==> src/rtl/core/scba_pkg.sv <==
// ----------------------------------------------------------------------------
// scba_pkg
// Shared types and constants for the size class block allocator.
// ----------------------------------------------------------------------------
package scba_pkg;

   localparam int unsigned MAX_BLOCKS_DEF      = 1024;
   localparam int unsigned BLOCKS_PER_POOL_DEF = 16;
   localparam int unsigned MAX_CLASSES_DEF     = 16;

   localparam logic [1:0] OP_ALLOC  = 2'd0;
   localparam logic [1:0] OP_FREE   = 2'd1;
   localparam logic [1:0] OP_RESIZE = 2'd2;

   localparam logic [2:0] ST_OK      = 3'd0;
   localparam logic [2:0] ST_NOBLK   = 3'd1;
   localparam logic [2:0] ST_DOUBLE  = 3'd2;
   localparam logic [2:0] ST_INVALID = 3'd3;
   localparam logic [2:0] ST_LIMIT   = 3'd4;

   localparam logic [1:0] BS_NEVER = 2'd0;
   localparam logic [1:0] BS_FREE  = 2'd1;
   localparam logic [1:0] BS_USED  = 2'd2;

   localparam logic [1:0] CSR_MIN  = 2'd0;
   localparam logic [1:0] CSR_MAX  = 2'd1;
   localparam logic [1:0] CSR_MULT = 2'd2;

   // class search request / answer between the top level and the class unit
   typedef struct packed {
      logic        start;
      logic [31:0] size;
   } cls_req_type;

   typedef struct packed {
      logic       done;
      logic [4:0] cls;
   } cls_rsp_type;

endpackage

==> src/rtl/core/scba_class_unit.sv <==
// ----------------------------------------------------------------------------
// scba_class_unit
// Iterative size to class search: one multiply and compare per cycle.
// ----------------------------------------------------------------------------
module scba_class_unit #(
   parameter int unsigned MAX_CLASSES = scba_pkg::MAX_CLASSES_DEF
) (
   input  logic                  clock,
   input  logic                  reset,
   input  logic [15:0]           min_size,
   input  logic [20:0]           max_size,
   input  logic [4:0]            mult,
   input  scba_pkg::cls_req_type req,
   output scba_pkg::cls_rsp_type rsp
);
   import scba_pkg::*;

   localparam int unsigned NW = $clog2(MAX_CLASSES + 1);

   logic          busy_ff, busy_in;
   logic [31:0]   size_ff, size_in;
   // bs is capped: once above max it only needs to stay above max
   logic [21:0]   bs_ff, bs_in;
   logic [NW-1:0] n_ff, n_in;
   logic          done_ff, done_in;
   logic [4:0]    cls_ff, cls_in;
   logic [26:0]   prod;
   logic          more;

   assign prod = bs_ff * mult;
   assign more = (n_ff < NW'(MAX_CLASSES)) && ({1'b0, bs_ff} <= {2'b0, max_size});

   always_comb begin
      busy_in = busy_ff;
      size_in = size_ff;
      bs_in   = bs_ff;
      n_in    = n_ff;
      done_in = 1'b0;
      cls_in  = cls_ff;
      if (req.start) begin
         busy_in = 1'b1;
         size_in = req.size;
         bs_in   = {6'd0, min_size};
         n_in    = '0;
      end else if (busy_ff) begin
         if (more && (size_ff <= {10'd0, bs_ff})) begin
            busy_in = 1'b0;
            done_in = 1'b1;
            cls_in  = 5'(n_ff);
         end else if (more) begin
            n_in  = n_ff + 1'b1;
            bs_in = (prod > 27'h200000) ? 22'h200001 : prod[21:0];
         end else begin
            busy_in = 1'b0;
            done_in = 1'b1;
            cls_in  = (n_ff == '0) ? 5'd0 : 5'(n_ff - 1'b1);
         end
      end
   end

   always_ff @(posedge clock) begin
      if (reset) begin
         busy_ff <= 1'b0;
         done_ff <= 1'b0;
      end else begin
         busy_ff <= busy_in;
         done_ff <= done_in;
      end
      size_ff <= size_in;
      bs_ff   <= bs_in;
      n_ff    <= n_in;
      cls_ff  <= cls_in;
   end

   assign rsp.done = done_ff;
   assign rsp.cls  = cls_ff;

endmodule

==> config.mk <==
export PLATFORM = sky130hd
export DESIGN_NAME = scba_class_unit
export DESIGN_NICKNAME = d
export VERILOG_FILES = /design/src/rtl/core/scba_pkg.sv /design/src/rtl/core/scba_class_unit.sv
export SDC_FILE = /design/constraint.sdc
export NUM_CORES = 1
export LEC_CHECK = 0
export BUFFER_PORTS_ARGS = -buffer_cell sky130_fd_sc_hd__buf_2
export CAP_MARGIN = 20
export CORE_UTILIZATION = 30
export DETAILED_ROUTE_END_ITERATION = 8
export SYNTH_ARGS = -nofsm -noshare
export SYNTH_HDL_FRONTEND = slang
export SYNTH_SLANG_ARGS = --single-unit
export TNS_END_PERCENT = 10
==> constraint.sdc <==
create_clock -name clock -period 5.7 [get_ports clock]
set_clock_uncertainty 0.05 [all_clocks]
set_input_delay 1.425 -clock clock [delete_from_list [all_inputs] [get_ports clock]]
set_output_delay 1.425 -clock clock [all_outputs]
set_load 0.05 [all_outputs]
=== Word-level counts from Yosys, hierarchy flattened ===
Cells that the tools add are included.

* Flip-flop bits (word level): 66
* Input bits: 77
* Word-level logic and storage cells: 42

* Add/subtract/negate cells: 2
* Reductions and logical operators: 9
* Multiplexer cells: 14
* Order comparisons: 4
* Multipliers: 1
* Bitwise operators: 3
* Eq/ne operators: 2

{| class="wikitable"
|+ Operators with widths
! kind !! count
|-
| two-way mux 16 bit || 4
|-
| less-or-equal comparator 32 x 22 -> 1 bit || 1
|-
| > comparator 27 x 22 -> 1 bit (second input constant) || 1
|-
| multiplier 22 x 5 -> 27 bit || 1
|-
| less-or-equal comparator 22 x 21 -> 1 bit || 1
|-
| two-way mux 22 bit || 1
|-
| two-way mux 5 bit || 3
|-
| AND reduction 3 bit || 3
|-
| two-way mux 1 bit || 6
|-
| adder 5 x 1 -> 5 bit (second input constant) || 1
|-
| logical NOT 5 bit || 1
|-
| less-than comparator 5 bit (second input constant) || 1
|-
| subtractor 5 x 1 -> 5 bit (second input constant) || 1
|-
| nonzero test 2 bit || 2
|-
| NOT 1 bit || 3
|-
| OR reduction 3 bit || 1
|-
| logical AND 1 bit || 2
|-
| != test 2 x 1 -> 1 bit (second input constant) || 1
|-
| != test 2 bit (second input constant) || 1
|}

=== Longest topological paths before layout ===
* Depth after elaboration: 7
* Gate-level depth with buffers: 19
* Gate-level depth less buffers: 16

=== Worst setup path after synthesis ===
Ideal clock, no wire load.

* Kind: input -> register
* Start point: input port mult[3]
* End point: register bs_ff[0], data pin
* Cell stages on the path: 16
* Required time: 5389 ps
* Slack: -331 ps
* Arrival time: 5720 ps
* Buffers on the path: 1
* Path through: clkbuf_1 > and2_1 > fa_1 > fa_1 > inv_1 > fa_1 > inv_1 > ha_1 > and3_4 > a221oi_4 > o22ai_2 > o21bai_1 > nand3_1 > a2111oi_4 > a31oi_2 > o32a_1

* Longest elaborated chain between the ends: 7

{| class="wikitable"
|+ RTL lines
! item !! line !! text
|-
| start: declaration || scba_class_unit.sv:12 || <nowiki>input logic [4:0] mult,</nowiki>
|-
| multiplier 22 x 5 -> 27 bit || scba_class_unit.sv:30 || <nowiki>assign prod = bs_ff * mult;</nowiki>
|-
| > comparator 27 x 22 -> 1 bit || scba_class_unit.sv:52 || <nowiki>bs_in = (prod > 27'h200000) ? 22'h200001 : prod[21:0];</nowiki>
|-
| two-way mux 22 bit || scba_class_unit.sv:52 ||
|-
| two-way mux 16 bit || scba_class_unit.sv:50 || <nowiki>end else if (more) begin</nowiki>
|-
| two-way mux 16 bit || scba_class_unit.sv:46 || <nowiki>if (more && (size_ff <= {10'd0, bs_ff})) begin</nowiki>
|-
| two-way mux 16 bit || scba_class_unit.sv:45 || <nowiki>end else if (busy_ff) begin</nowiki>
|-
| two-way mux 16 bit || scba_class_unit.sv:40 || <nowiki>if (req.start) begin</nowiki>
|-
| named net bs_in[0] || scba_class_unit.sv:23 || <nowiki>logic [21:0] bs_ff, bs_in;</nowiki>
|-
| end signal: assignment || scba_class_unit.sv:70 || <nowiki>bs_ff <= bs_in;</nowiki>
|-
| end: declaration || scba_class_unit.sv:23 ||
|}

The timed path passes the listed nets, and every way through them passes these cells. The select of a mux whose other input is x is not followed.
A chain may end at the register's enable or synchronous reset.

=== Worst setup path after layout ===
* Start point: input port mult[4]
* End point: register bs_ff[0], data pin

The elaborated chain is that of the path after synthesis.

==> results.md <==
* Crit Path Class: in -> reg
* CTS Hold Bufs at 0
* Final setup violating endpoints at 0
* Hpwl dp at 15.7 mm
* Max-cap violation count at 0
* Largest net degree at the start of global routing at 46
* Max-slew violation count at 0
* Worst EP required at 5.75 ns
* Critical-path cell list: buf_8 > nand2_1 > fa_1 > fa_1 > fa_1 > inv_1 > ha_4 > a21o_1 > a221oi_4 > o22ai_2 > buf_4 > o21a_1 > o211a_1 > nor4_4 > nand3_4 > o32a_1
* Hold slack at 0.458 ns
* TNS Setup at 0 ns
* Via density at 4.86
* Tcrit/Tclk final at 0.999
* CTS clock-pin slew for the worst setup and hold paths at around 0.060 ns
* Syn avg cell area at 9.15 sq um
* Syn Nets at 1019
* All-Layer GR Usage at 0.170
* Final worst setup slack at approximately 0.004 ns
* FILL cells at 2387
* DRC viols at 0
* Max Root-Sink Buffers at 2
* Drt first pass iters at 5
* Status: completed
* Yosys warns at 0
* Slew HR at 0.479
* CP arrival at 5.74 ns
* Critical path endpoint category: flop
* Port bufs at 82
* RSZ-0062 raised after global routing: yes
* CTS root buffer: clkbuf_16
* Vias at 6219
* FFs w/ async S/R, synth at 0
* CTS Buf Count at 9
* Routability Congestion at 0.925
* EDFF count, synth at 53
* DR WL met2 at ~9.4 mm
* Routed Wire Length at 19.7 mm
* Commonest non-fill, non-tap cell in the layout: inv_1
* Place WS at -0.600 ns
* Seq cells post-synth at between 60 and 70
* # diodes at 0
* Synth cell types at 61
* Top Ports at 83
* DR WL met3 at 1.06 mm
* Number of global-route vias before repair at 6536
* Post-Syn Area at 7340 sq um
* Row count at 56
* Seq/Total Area, Yosys at 0.252
* Finished Layout Cells at between 1000 and 1500
* Synth Instances at 802
* First-pass GRT wire length at 32.4 mm
* Wl on met1 at 8.82 mm
* CTS Sinks at 66
* Worst Tran Pin Value at 0.775 ns
* Crit path max fanout at 18
* Max Used Layer: met4
* Maximum clock rate at 176 MHz
* Area delta synth->final at 27.0%
* Cells after DPL at approximately 1300
* Minimum clock period at 5.70 ns
* Clock latency on the worst-skew pair at 0.35 ns
* Die ar. at 25100 sq um
* Final Hold Viols at 0
* DR iter-0 viols at ~400
* Slowest library cell on the worst path: fa_1
* CP most frequent cell: fa_1
* Gr ovfl total at 0
* Nets at 1173
* Critical path startpoint category: input port
* Die Wd at 158 um
* Core box area at 23800 sq um
* Most frequent cells in the layout: 141 x inv_1, 84 x buf_4, 83 x nand2_1
* Hold Crit Class: reg -> reg
* H-tree depth at 3
* Initial antenna violation count at 0
* Synth Flop Type: edfxtp_1
* CTS tree: built
* Share of cells above drive strength 1 at 0.261
* Die height at 158 um
* Routed Antenna Nets at 0
* Routed len/inst at around 15 um
* Starting density of the core at 0.309
* CP max stage delay at roughly 0.56 ns
kinds of logic after synthesis:
group | synth area share
multiplexers | 0.00426
AND/OR/NAND/NOR | 0.179
AO/OA/AOI/OAI | 0.149
adder cells (fa/ha/maj) | 0.300
flip-flops | 0.252
buffers and inverters | 0.0900
XOR/XNOR | 0.0251
registers in the layout, summed over array words and instances (netlist names):
register and count:
busy_ff 1, size_ff 32, cls_ff 5, n_ff 5
bs_ff 22, done_ff 1
metrics by stage:
stage | utilization | instance area [sq um]
after detailed placement | 0.370 | 8780
after floorplan | - | 7580
after global routing | 0.392 | 9320
after CTS | 0.385 | 9150
final | 0.392 | 9320
after global placement | 0.370 | 8780
synth_stat cells, drive strengths merged, types with 2 or more instances:
master	count	area [sq um]
xnor2	11	96.3
nand4	21	131
nand2	84	315
a211oi	10	75.1
nand3	16	85.1
or3	2	12.5
or4	2	15.0
and2	78	488
a21boi	2	15.0
or2	2	12.5
fa	60	1200
edfxtp	53	1590
nand2b	3	18.8
inv	144	541
and3	5	36.3
o21ai	21	105
xor2	10	87.6
nor3	7	35.0
a31oi	6	43.8
o221a	2	22.5
mux2i	2	20.0
nor2	18	67.6
o21bai	4	30.0
dfxtp	13	260
a221oi	3	43.8
o22ai	2	18.8
clkbuf	24	90.1
a21oi	42	214
o211ai	4	30.0
nor4	9	71.3
and4	2	17.5
a22oi	2	15.0
o31a	2	17.5
a2111oi	2	36.3
a21o	14	105
o21a	6	45.0
buf	3	26.3
o211a	2	20.0
o31ai	19	188
ha	80	1000
o21ba	2	20.0
cell type report:
| cell class | instances | area, sq um | share of cell area |
|---|---|---|---|
| well taps | 319 | 399 | 0.0428 |
| repair buffers | 170 | 1140 | 0.123 |
| multi-input cells | 564 | 5090 | 0.546 |
| clock buffers | 14 | 285 | 0.0306 |
| flip-flops and latches | 66 | 1850 | 0.199 |
| clock inverters | 2 | 8.76 | 0.000940 |
| inverters | 145 | 544 | 0.0584 |
metal layers:
| metal | vias to the layer above | GRT usage |
|---|---|---|
| li1 | 3021 | - |
| met1 | 3021 | 0.210 |
| met2 | 154 | 0.299 |
| met3 | 23 | 0.0313 |
| met4 | 0 | 0.0508 |
| met5 | - | 0 |
timing repair:
item | CTS | global route
gates cloned | 0 | 1
buffers inserted | 4 | 1
resized for setup | 9 | 32
endpoints found under the setup margin | 19 | 22
hold endpoints to repair | 0 | 0
pin swaps | 4 | 11
worst paths after layout:
check                           startpoint   endpoint  slack [ns]  cells past startpoint
worst min register to register     busy_ff  bs_ff[19]        0.46                      2
worst max register to register    bs_ff[4]   bs_ff[0]        0.61                     16
worst min-delay path               busy_ff  bs_ff[19]        0.46                      2
worst max-delay path               mult[4]   bs_ff[0]       0.004                     16
critical path: cells and delay by family:
kind | cells | cell delay [ns]
buf+inv | 3 | 0.36
simple gates | 3 | 0.64
fa+ha+maj | 4 | 1.78
compound gates | 6 | 1.49
Power is left out: the tool's default activity adds up to more than one toggle a clock period on the data nets, which glitch-free logic cannot reach.
